<file path="src/rtl/lfsb_pkg.sv">
// lfsb_pkg: types and constants for the loop frame serial bridge
// no dependencies; used by the top level and its checker

package lfsb_pkg;

  localparam int unsigned FIFO_DEPTH = 4;
  localparam int unsigned FIFO_AW    = 2;
  localparam int unsigned FIFO_CW    = 3;

  typedef enum logic [1:0] {
    CMD_SEND  = 2'd0,
    CMD_RXB   = 2'd1,
    CMD_TICK  = 2'd2,
    CMD_DEVRP = 2'd3
  } cmd_t;

  typedef enum logic [1:0] {
    KIND_TXB   = 2'd0,
    KIND_REPLY = 2'd1,
    KIND_HOST  = 2'd2,
    KIND_ERR   = 2'd3
  } kind_t;

  typedef enum logic [1:0] {
    REG_SHORT   = 2'd0,
    REG_COMMAND = 2'd1,
    REG_LONG    = 2'd2
  } reg_idx_t;

  typedef struct packed {
    logic [1:0]  kind;
    logic [7:0]  tx_byte;
    logic [10:0] frame_out;
    logic        last;
  } res_t;

  localparam logic [15:0] SHORT_RST   = 16'd3000;
  localparam logic [15:0] COMMAND_RST = 16'd10000;
  localparam logic [15:0] LONG_RST    = 16'd30000;

  localparam logic [10:0] SPECIAL_MASK = 11'h794;
  localparam logic [10:0] SPECIAL_VAL  = 11'h494;
  localparam logic [10:0] FR_494       = 11'h494;
  localparam logic [10:0] FR_496       = 11'h496;
  localparam logic [10:0] FR_497       = 11'h497;
  localparam logic [10:0] IDY_BASE     = 11'h600;
  localparam logic [2:0]  CLS_IDY      = 3'd6;
  localparam logic [2:0]  CLS_CMD      = 3'd4;
  localparam logic [7:0]  ACK_BYTE     = 8'd13;

endpackage

</file>
<file path="src/rtl/loop_frame_serial_bridge.sv">
// loop_frame_serial_bridge: loop frame to serial byte bridge, top level
// depends on lfsb_pkg
//
//   channel | signals                                      | direction
//   in      | in_valid/in_ready, command, frame_in, rx_byte | to block
//   out     | out_valid/out_ready, kind, tx_byte, frame_out, last | from block
//   cfg     | cfg_we, cfg_index, cfg_wdata                  | to block
//
// an accepted item is held in the input register, then one pass of
// logic updates the loop state and pushes zero to two results into a
// four-entry result queue; the queue drains one result per cycle while
// out_ready is high, so the sustained rate is one item per cycle for
// single-result items (items with two results are limited by the output port)
// an item leaves the input register only when the queue has two free slots
// reset (synchronous, rst_n low) empties both stages and loads the limits

module loop_frame_serial_bridge (
  input  logic        clk,
  input  logic        rst_n,
  input  logic        in_valid,
  output logic        in_ready,
  input  logic [1:0]  in_command,
  input  logic [10:0] in_frame_in,
  input  logic [7:0]  in_rx_byte,
  output logic        out_valid,
  input  logic        out_ready,
  output logic [1:0]  out_kind,
  output logic [7:0]  out_tx_byte,
  output logic [10:0] out_frame_out,
  output logic        out_last,
  input  logic        cfg_we,
  input  logic [1:0]  cfg_index,
  input  logic [15:0] cfg_wdata
);
  import lfsb_pkg::*;

  // configuration
  logic [15:0] short_limit_r, command_limit_r, long_limit_r;

  // input register
  logic        iv_r;
  logic [1:0]  icmd_r;
  logic [10:0] ifr_r;
  logic [7:0]  irb_r;

  // loop state
  logic [5:0]  last_high_r, last_high_nxt;
  logic        broken_r, broken_nxt;
  logic        waiting_r, waiting_nxt;
  logic [10:0] pending_r, pending_nxt;
  logic [15:0] tick_count_r, tick_count_nxt;
  logic [15:0] tick_limit_r, tick_limit_nxt;

  // result queue
  res_t               fifo_r [FIFO_DEPTH];
  logic [FIFO_AW-1:0] wr_ptr_r, rd_ptr_r;
  logic [FIFO_CW-1:0] count_r;

  logic       fire, pop;
  logic [1:0] n_res;
  res_t       res0, res1;

  assign fire     = iv_r && (count_r <= FIFO_CW'(FIFO_DEPTH - 2));
  assign in_ready = !iv_r || fire;
  assign pop      = out_valid && out_ready;

  assign out_valid     = (count_r != '0);
  assign out_kind      = fifo_r[rd_ptr_r].kind;
  assign out_tx_byte   = fifo_r[rd_ptr_r].tx_byte;
  assign out_frame_out = fifo_r[rd_ptr_r].frame_out;
  assign out_last      = fifo_r[rd_ptr_r].last;

  always_comb begin
    logic [7:0]  hb;
    logic [7:0]  lb;
    logic [5:0]  lh_eff;
    logic [2:0]  cls;
    logic [15:0] tc_base;
    logic [10:0] dec;
    res_t        step_res;
    logic        do_step;
    logic        special;

    last_high_nxt  = last_high_r;
    broken_nxt     = broken_r;
    waiting_nxt    = waiting_r;
    pending_nxt    = pending_r;
    tick_count_nxt = tick_count_r;
    tick_limit_nxt = tick_limit_r;
    res0           = '0;
    res1           = '0;
    n_res          = 2'd0;

    hb      = {3'b001, ifr_r[10:7], 1'b0};
    lb      = {1'b1, ifr_r[6:0]};
    cls     = ifr_r[10:8];
    special = ((ifr_r & SPECIAL_MASK) == SPECIAL_VAL);
    lh_eff  = last_high_r;
    tc_base = tick_count_r;
    do_step = 1'b0;
    if (irb_r[7]) begin
      dec = {last_high_r[4:1], irb_r[6:0]};
    end else begin
      dec = {last_high_r[4:0], irb_r[5:0]};
    end
    step_res      = '0;
    step_res.last = 1'b1;
    if (pending_r < IDY_BASE) begin
      step_res.kind = KIND_ERR;
    end else begin
      step_res.kind      = KIND_REPLY;
      step_res.frame_out = pending_r;
    end

    if (fire) begin
      case (cmd_t'(icmd_r))
        CMD_SEND, CMD_DEVRP: begin
          if (cmd_t'(icmd_r) == CMD_SEND && special) begin
            lh_eff = '0;
          end
          if (cmd_t'(icmd_r) == CMD_SEND && !special && cls < CLS_IDY && broken_r) begin
            res0.kind      = KIND_REPLY;
            res0.frame_out = ifr_r;
            res0.last      = 1'b1;
            n_res          = 2'd1;
          end else begin
            // high byte only goes out when it changes, or always for a special send frame
            if (hb[5:0] != lh_eff) begin
              res0.kind    = KIND_TXB;
              res0.tx_byte = hb;
              res1.kind    = KIND_TXB;
              res1.tx_byte = lb;
              res1.last    = 1'b1;
              n_res        = 2'd2;
            end else begin
              res0.kind    = KIND_TXB;
              res0.tx_byte = lb;
              res0.last    = 1'b1;
              n_res        = 2'd1;
            end
            last_high_nxt = hb[5:0];
            if (cmd_t'(icmd_r) == CMD_SEND) begin
              if (cls >= CLS_IDY) begin
                tick_limit_nxt = short_limit_r;
              end else if (ifr_r == FR_494 || ifr_r == FR_496 || ifr_r == FR_497) begin
                tick_limit_nxt = short_limit_r;
              end else if (cls == CLS_CMD) begin
                tick_limit_nxt = command_limit_r;
              end else begin
                tick_limit_nxt = long_limit_r;
              end
              tick_count_nxt = '0;
              broken_nxt     = 1'b0;
              waiting_nxt    = 1'b1;
              pending_nxt    = ifr_r;
            end
          end
        end
        CMD_RXB: begin
          if (irb_r[7:6] == 2'b00) begin
            if (irb_r[5]) begin
              last_high_nxt = irb_r[5:0];
              res0.kind     = KIND_TXB;
              res0.tx_byte  = ACK_BYTE;
              res0.last     = 1'b1;
              n_res         = 2'd1;
              tc_base       = '0;
            end
            do_step = waiting_r;
          end else begin
            res0.frame_out = dec;
            res0.last      = 1'b1;
            n_res          = 2'd1;
            if (waiting_r) begin
              res0.kind   = KIND_REPLY;
              waiting_nxt = 1'b0;
            end else begin
              res0.kind = KIND_HOST;
            end
          end
        end
        CMD_TICK: begin
          do_step = waiting_r;
        end
        default: begin
          n_res = 2'd0;
        end
      endcase

      if (do_step) begin
        if (tc_base >= tick_limit_r) begin
          waiting_nxt = 1'b0;
          broken_nxt  = 1'b1;
          if (n_res == 2'd1) begin
            // ack followed by the timeout result
            res0.last = 1'b0;
            res1      = step_res;
            n_res     = 2'd2;
          end else begin
            res0  = step_res;
            n_res = 2'd1;
          end
        end else begin
          tick_count_nxt = tc_base + 16'd1;
        end
      end
    end
  end

  always_ff @(posedge clk) begin
    if (!rst_n) begin
      short_limit_r   <= SHORT_RST;
      command_limit_r <= COMMAND_RST;
      long_limit_r    <= LONG_RST;
      iv_r            <= 1'b0;
      last_high_r     <= '0;
      broken_r        <= 1'b0;
      waiting_r       <= 1'b0;
      tick_count_r    <= '0;
      tick_limit_r    <= '0;
      wr_ptr_r        <= '0;
      rd_ptr_r        <= '0;
      count_r         <= '0;
    end else begin
      if (cfg_we) begin
        case (reg_idx_t'(cfg_index))
          REG_SHORT:   short_limit_r   <= cfg_wdata;
          REG_COMMAND: command_limit_r <= cfg_wdata;
          REG_LONG:    long_limit_r    <= cfg_wdata;
          default:     short_limit_r   <= short_limit_r;
        endcase
      end
      if (in_ready) begin
        iv_r <= in_valid;
      end
      last_high_r  <= last_high_nxt;
      broken_r     <= broken_nxt;
      waiting_r    <= waiting_nxt;
      tick_count_r <= tick_count_nxt;
      tick_limit_r <= tick_limit_nxt;
      wr_ptr_r     <= wr_ptr_r + FIFO_AW'(n_res);
      rd_ptr_r     <= rd_ptr_r + FIFO_AW'(pop);
      count_r      <= count_r + FIFO_CW'(n_res) - FIFO_CW'(pop);
    end
  end

  // payload registers
  always_ff @(posedge clk) begin
    if (in_valid && in_ready) begin
      icmd_r <= in_command;
      ifr_r  <= in_frame_in;
      irb_r  <= in_rx_byte;
    end
    pending_r <= pending_nxt;
    if (n_res != 2'd0) begin
      fifo_r[wr_ptr_r] <= res0;
    end
    if (n_res == 2'd2) begin
      fifo_r[wr_ptr_r + FIFO_AW'(1)] <= res1;
    end
  end

endmodule

</file>
<file path="config.mk">
export PLATFORM = sky130hd
export DESIGN_NAME = loop_frame_serial_bridge
export DESIGN_NICKNAME = d
export VERILOG_FILES = /design/src/rtl/lfsb_pkg.sv /design/src/rtl/loop_frame_serial_bridge.sv
export SDC_FILE = /design/constraint.sdc
export NUM_CORES = 1
export LEC_CHECK = 0
export BUFFER_PORTS_ARGS = -buffer_cell sky130_fd_sc_hd__clkbuf_2
export CORE_MARGIN = 5
export CORE_UTILIZATION = 55
export CTS_CLUSTER_DIAMETER = 50
export CTS_CLUSTER_SIZE = 16
export DETAILED_ROUTE_END_ITERATION = 12
export HOLD_SLACK_MARGIN = 0.15
export PLACE_DENSITY = 0.76
export REMOVE_ABC_BUFFERS = 1
export SYNTH_ARGS = -nofsm -noshare
export SYNTH_HDL_FRONTEND = slang
export SYNTH_SLANG_ARGS = --single-unit
</file>
<file path="constraint.sdc">
create_clock -name clk -period 4.55 [get_ports clk]
set_clock_uncertainty 0.05 [all_clocks]
set_input_delay 0.2275 -clock clk [delete_from_list [all_inputs] [get_ports clk]]
set_output_delay 0.2275 -clock clk [all_outputs]
set_load 0.005 [all_outputs]
</file>
==> flow_metrics.py <==
metrics = {
    "clock_network": {
        "clk-insertion-delay-late_ps": 510,
        "tritoncts_num_sinks": 216,
        "post_cts_buffers": 0,
        "ctsResizeCount": 0,
        "clockRootBuffer": "clkbuf_16",
        "cts_made_buffers": 23,
        "cts_tree": "yes",
        "htree_num_levels": 1,
        "clk_path_buf_depth": 3,
        "path_clk_slew_ps": 70,
    },
    "critical_path": {
        "r2r-end": "count_r[2]",
        "reg2regPathDepth": 18,
        "worstPathArrival_ps": 4480,
        "r2r-start": "icmd_r[1]",
        "startpoint": "icmd_r[1]",
        "critPathKind": "reg -> reg",
        "required_ps": 4910,
        "worstPathMaxFanout": 29,
        "rrSetupSlack_ps": 430,
        "cp-start-kind": "flop",
        "end_kind": "flop",
    },
    "logic_synthesis": {
        "synth_async_sr_flop_share": 0,
        "synth_commonest_cells": "nand2_1, edfxtp_1, dfxtp_1",
        "synthAdderAreaFrac": 0.0334,
        "ys_ff_latch": 216,
        "yosysTopAreaCell": "edfxtp_1",
        "synth_top_family_by_area": "simple AND/OR/NAND/NOR gates",
        "synth_edf_count": 120,
        "synth_most_common_cell": "nand2_1",
        "synth_xor_area_frac": 0.00736,
        "ys_top_cells_by_area": "edfxtp_1, dfxtp_1, nand2_1, mux2i_1, mux4_2",
        "synth_mux_area_frac": 0.0989,
        "synth_top_area_frac": 0.337,
        "synthesis.area_um2": 10700,
        "avgSynthCellArea_um2": 10.5,
        "synth_compound_area_frac": 0.143,
        "synth_cell_types": 70,
        "syn_inst": 1021,
        "synth-simple-area-share": 0.167,
        "yosysWarnings": 0,
        "synth_flop_cell": "edfxtp_1",
        "ys_seq_area_frac": 0.516,
    },
    "power": {
        "power.share.clock": 0.395,
        "power_leakage_nw": 5.02,
        "internal-power_mw": 3.64,
        "ir_worst_vdd_mv": 0.302,
        "p_comb_frac": 0.153,
        "seq_power_share": 0.451,
        "power_density_nw_per_um2": 398,
        "power_switching_mw": 1.33,
        "switching_share": 0.267,
        "power_mw": 4.97,
    },
    "global_routing": {
        "grt_max_degree": 63,
        "grt_first_pass_wirelength_um": 41200,
        "grt_remaining_overflow": 0,
        "grt_pass1_vias": 7912,
        "grt.total_usage": 0.228,
        "antenna_found_initial": 0,
    },
    "outcome": {
        "outcome": "finished, final reports clean",
    },
    "detailed_routing": {
        "wl_um": 25000,
        "drc_errors": 0,
        "wl_per_cell_um": 17.8,
        "via_per_inst": 5.71,
        "via_count": 8020,
        "dr.pass1.iters": 6,
        "antenna_left": 0,
        "drt_iter0_drc": 542,
    },
    "final_layout": {
        "layout.nets": 1194,
        "stdcell_area_um2": 12500,
        "area_growth_pct": 16.8,
        "antenna_cells": 0,
        "drive_gt1_frac": 0.152,
        "fin_util": 0.647,
    },
    "die": {
        "ios": 68,
        "die_h_um": 150,
        "fp.dieArea_um2": 22400,
        "die_w_um": 150,
        "initial_utilization": 0.554,
        "row_count": 51,
        "core_area_um2": 19300,
    },
    "job": {
        "maxCapViolations": 0,
    },
    "sta": {
        "final_max_slew_viol_count": 0,
        "setup_viol": 0,
        "hold_viol": 0,
        "relSlewSlack": 0.193,
        "min_period_ps": 4120,
        "worst_pin_slew_ps": 1210,
        "final.setup.tns_ps": 0,
        "max_freq_ghz": 0.243,
        "grt_setup_unrepaired": "false",
        "fin_crit_sh": 0.906,
    },
    "place": {
        "portBuffers": 67,
        "dpl_cell_area_um2": 11300,
        "dpl.hpwl_um": 16800,
        "place_congestion": 0.892,
    },
    "min_path": {
        "hp-start": "out_ready",
        "min_path_type": "in -> reg",
        "min_path_cells": 4,
        "min_to": "rd_ptr_r[0]",
    },
}
## cell usage in the layout, fill, tap and decap left out, drive strengths merged, types with 4 or more instances in the layout
cell type and count:
mux4 22, dfxtp 96, inv 37, clkbuf 91, o211a 5, a21oi 56
nor3 16, nor3b 6, a32o 8, o22ai 8, a21boi 33, dlygate4sd3 38
and3 14, nor2 25, nand2b 9, nand4 4, o31ai 7, edfxtp 120
o21ai 63, a211oi 4, and2 47, or3 8, ha 27, o2bb2ai 8
o211ai 6, clkinv 8, xnor2 7, a31oi 5, nand3 38, buf 22
mux2i 54, nand2 195
## power by group through the flow
| stage | clock (mW) | combinational, mW | sequential [mW] |
|---|---|---|---|
| 3_5_place_dp | 0 | 0.742 | 2.29 |
| 4_1_cts | 1.99 | 0.772 | 2.24 |
| 5_1_grt | 2.09 | 0.847 | 2.25 |
| 6_report | 1.97 | 0.764 | 2.24 |
| 2_1_floorplan | 0 | 0.455 | 2.30 |
| 3_3_place_gp | 0 | 0.726 | 2.28 |
## area by class of cell
type,instances,area (µm²)
sequential,216,5530
inverter,31,116
clock inverter,18,221
clock buffer,24,579
multi-input combinational,723,4850
fill,1505,6830
timing repair buffer,127,881
tap,265,332
## worst max-delay path, stage by stage (launching register included)
cell and delay [ps]:
edfxtp_1 410, inv_1 120, ha_1 180, nand4bb_1 120
buf_4 240, and2_1 200, ha_1 290, a21oi_1 140
o21ai_0 160, nor3_1 330, a211oi_2 140, o21ai_0 200
nand2_1 180, ha_1 360, inv_1 40, ha_1 200
fa_1 390, xnor2_1 130, and2_1 140
## sequential cells by signal (all words and copies together) (netlist names)
name             count
wr_ptr_r             2
waiting_r            1
iv_r                 1
command_limit_r     16
icmd_r               2
tick_count_r        16
pending_r           11
last_high_r          6
count_r              3
tick_limit_r        16
irb_r                8
long_limit_r        16
rd_ptr_r             2
broken_r             1
short_limit_r       16
fifo_r              88
ifr_r               11
## through the flow
stage / hold slack [ps] / worst slack, ps / cells
after CTS: 195 / 430 / 1404
after floorplan: 249 / -729 / 970
final: 190 / 427 / 1404
after global routing: 234 / 63.4 / 1404
after global placement: 354 / 605 / 1324
after detailed placement: 356 / 469 / 1324
## cells by family after synthesis
logic type      count (synthesis)
simple gates                  379
compound gates                229
flops                         216
buf+inv                        82
mux                            78
fa+ha+maj                      28
xor+xnor                        9
## per-layer routing
| metal | track usage | vias up | part of all wire |
|---|---|---|---|
| met4 | 0.0540 | 0 | 0.018 |
| met1 | 0.301 | 3816 | 0.43 |
| li1 | - | 3920 | - |
| met2 | 0.396 | 241 | 0.49 |
| met3 | 0.0363 | 43 | 0.057 |
| met5 | 0 | - | 0 |
## timing repair
item,CTS,global route
setup endpoints to repair,0,0
hold endpoints to repair,70,0
hold buffers,38,0
## worst max path at each step
| stage | to | slack (ps) | cells after the start |
|---|---|---|---|
| 2_1_floorplan | fifo_r[0][0] | -730 | 11 |
| 3_3_place_gp | count_r[2] | 600 | 18 |
| 3_5_place_dp | count_r[2] | 470 | 18 |
| 4_1_cts | count_r[2] | 430 | 18 |
| 5_1_grt | count_r[2] | 60 | 18 |
| 6_report | count_r[2] | 430 | 18 |
No activity file was read; power rests on OpenSTA's default activity.
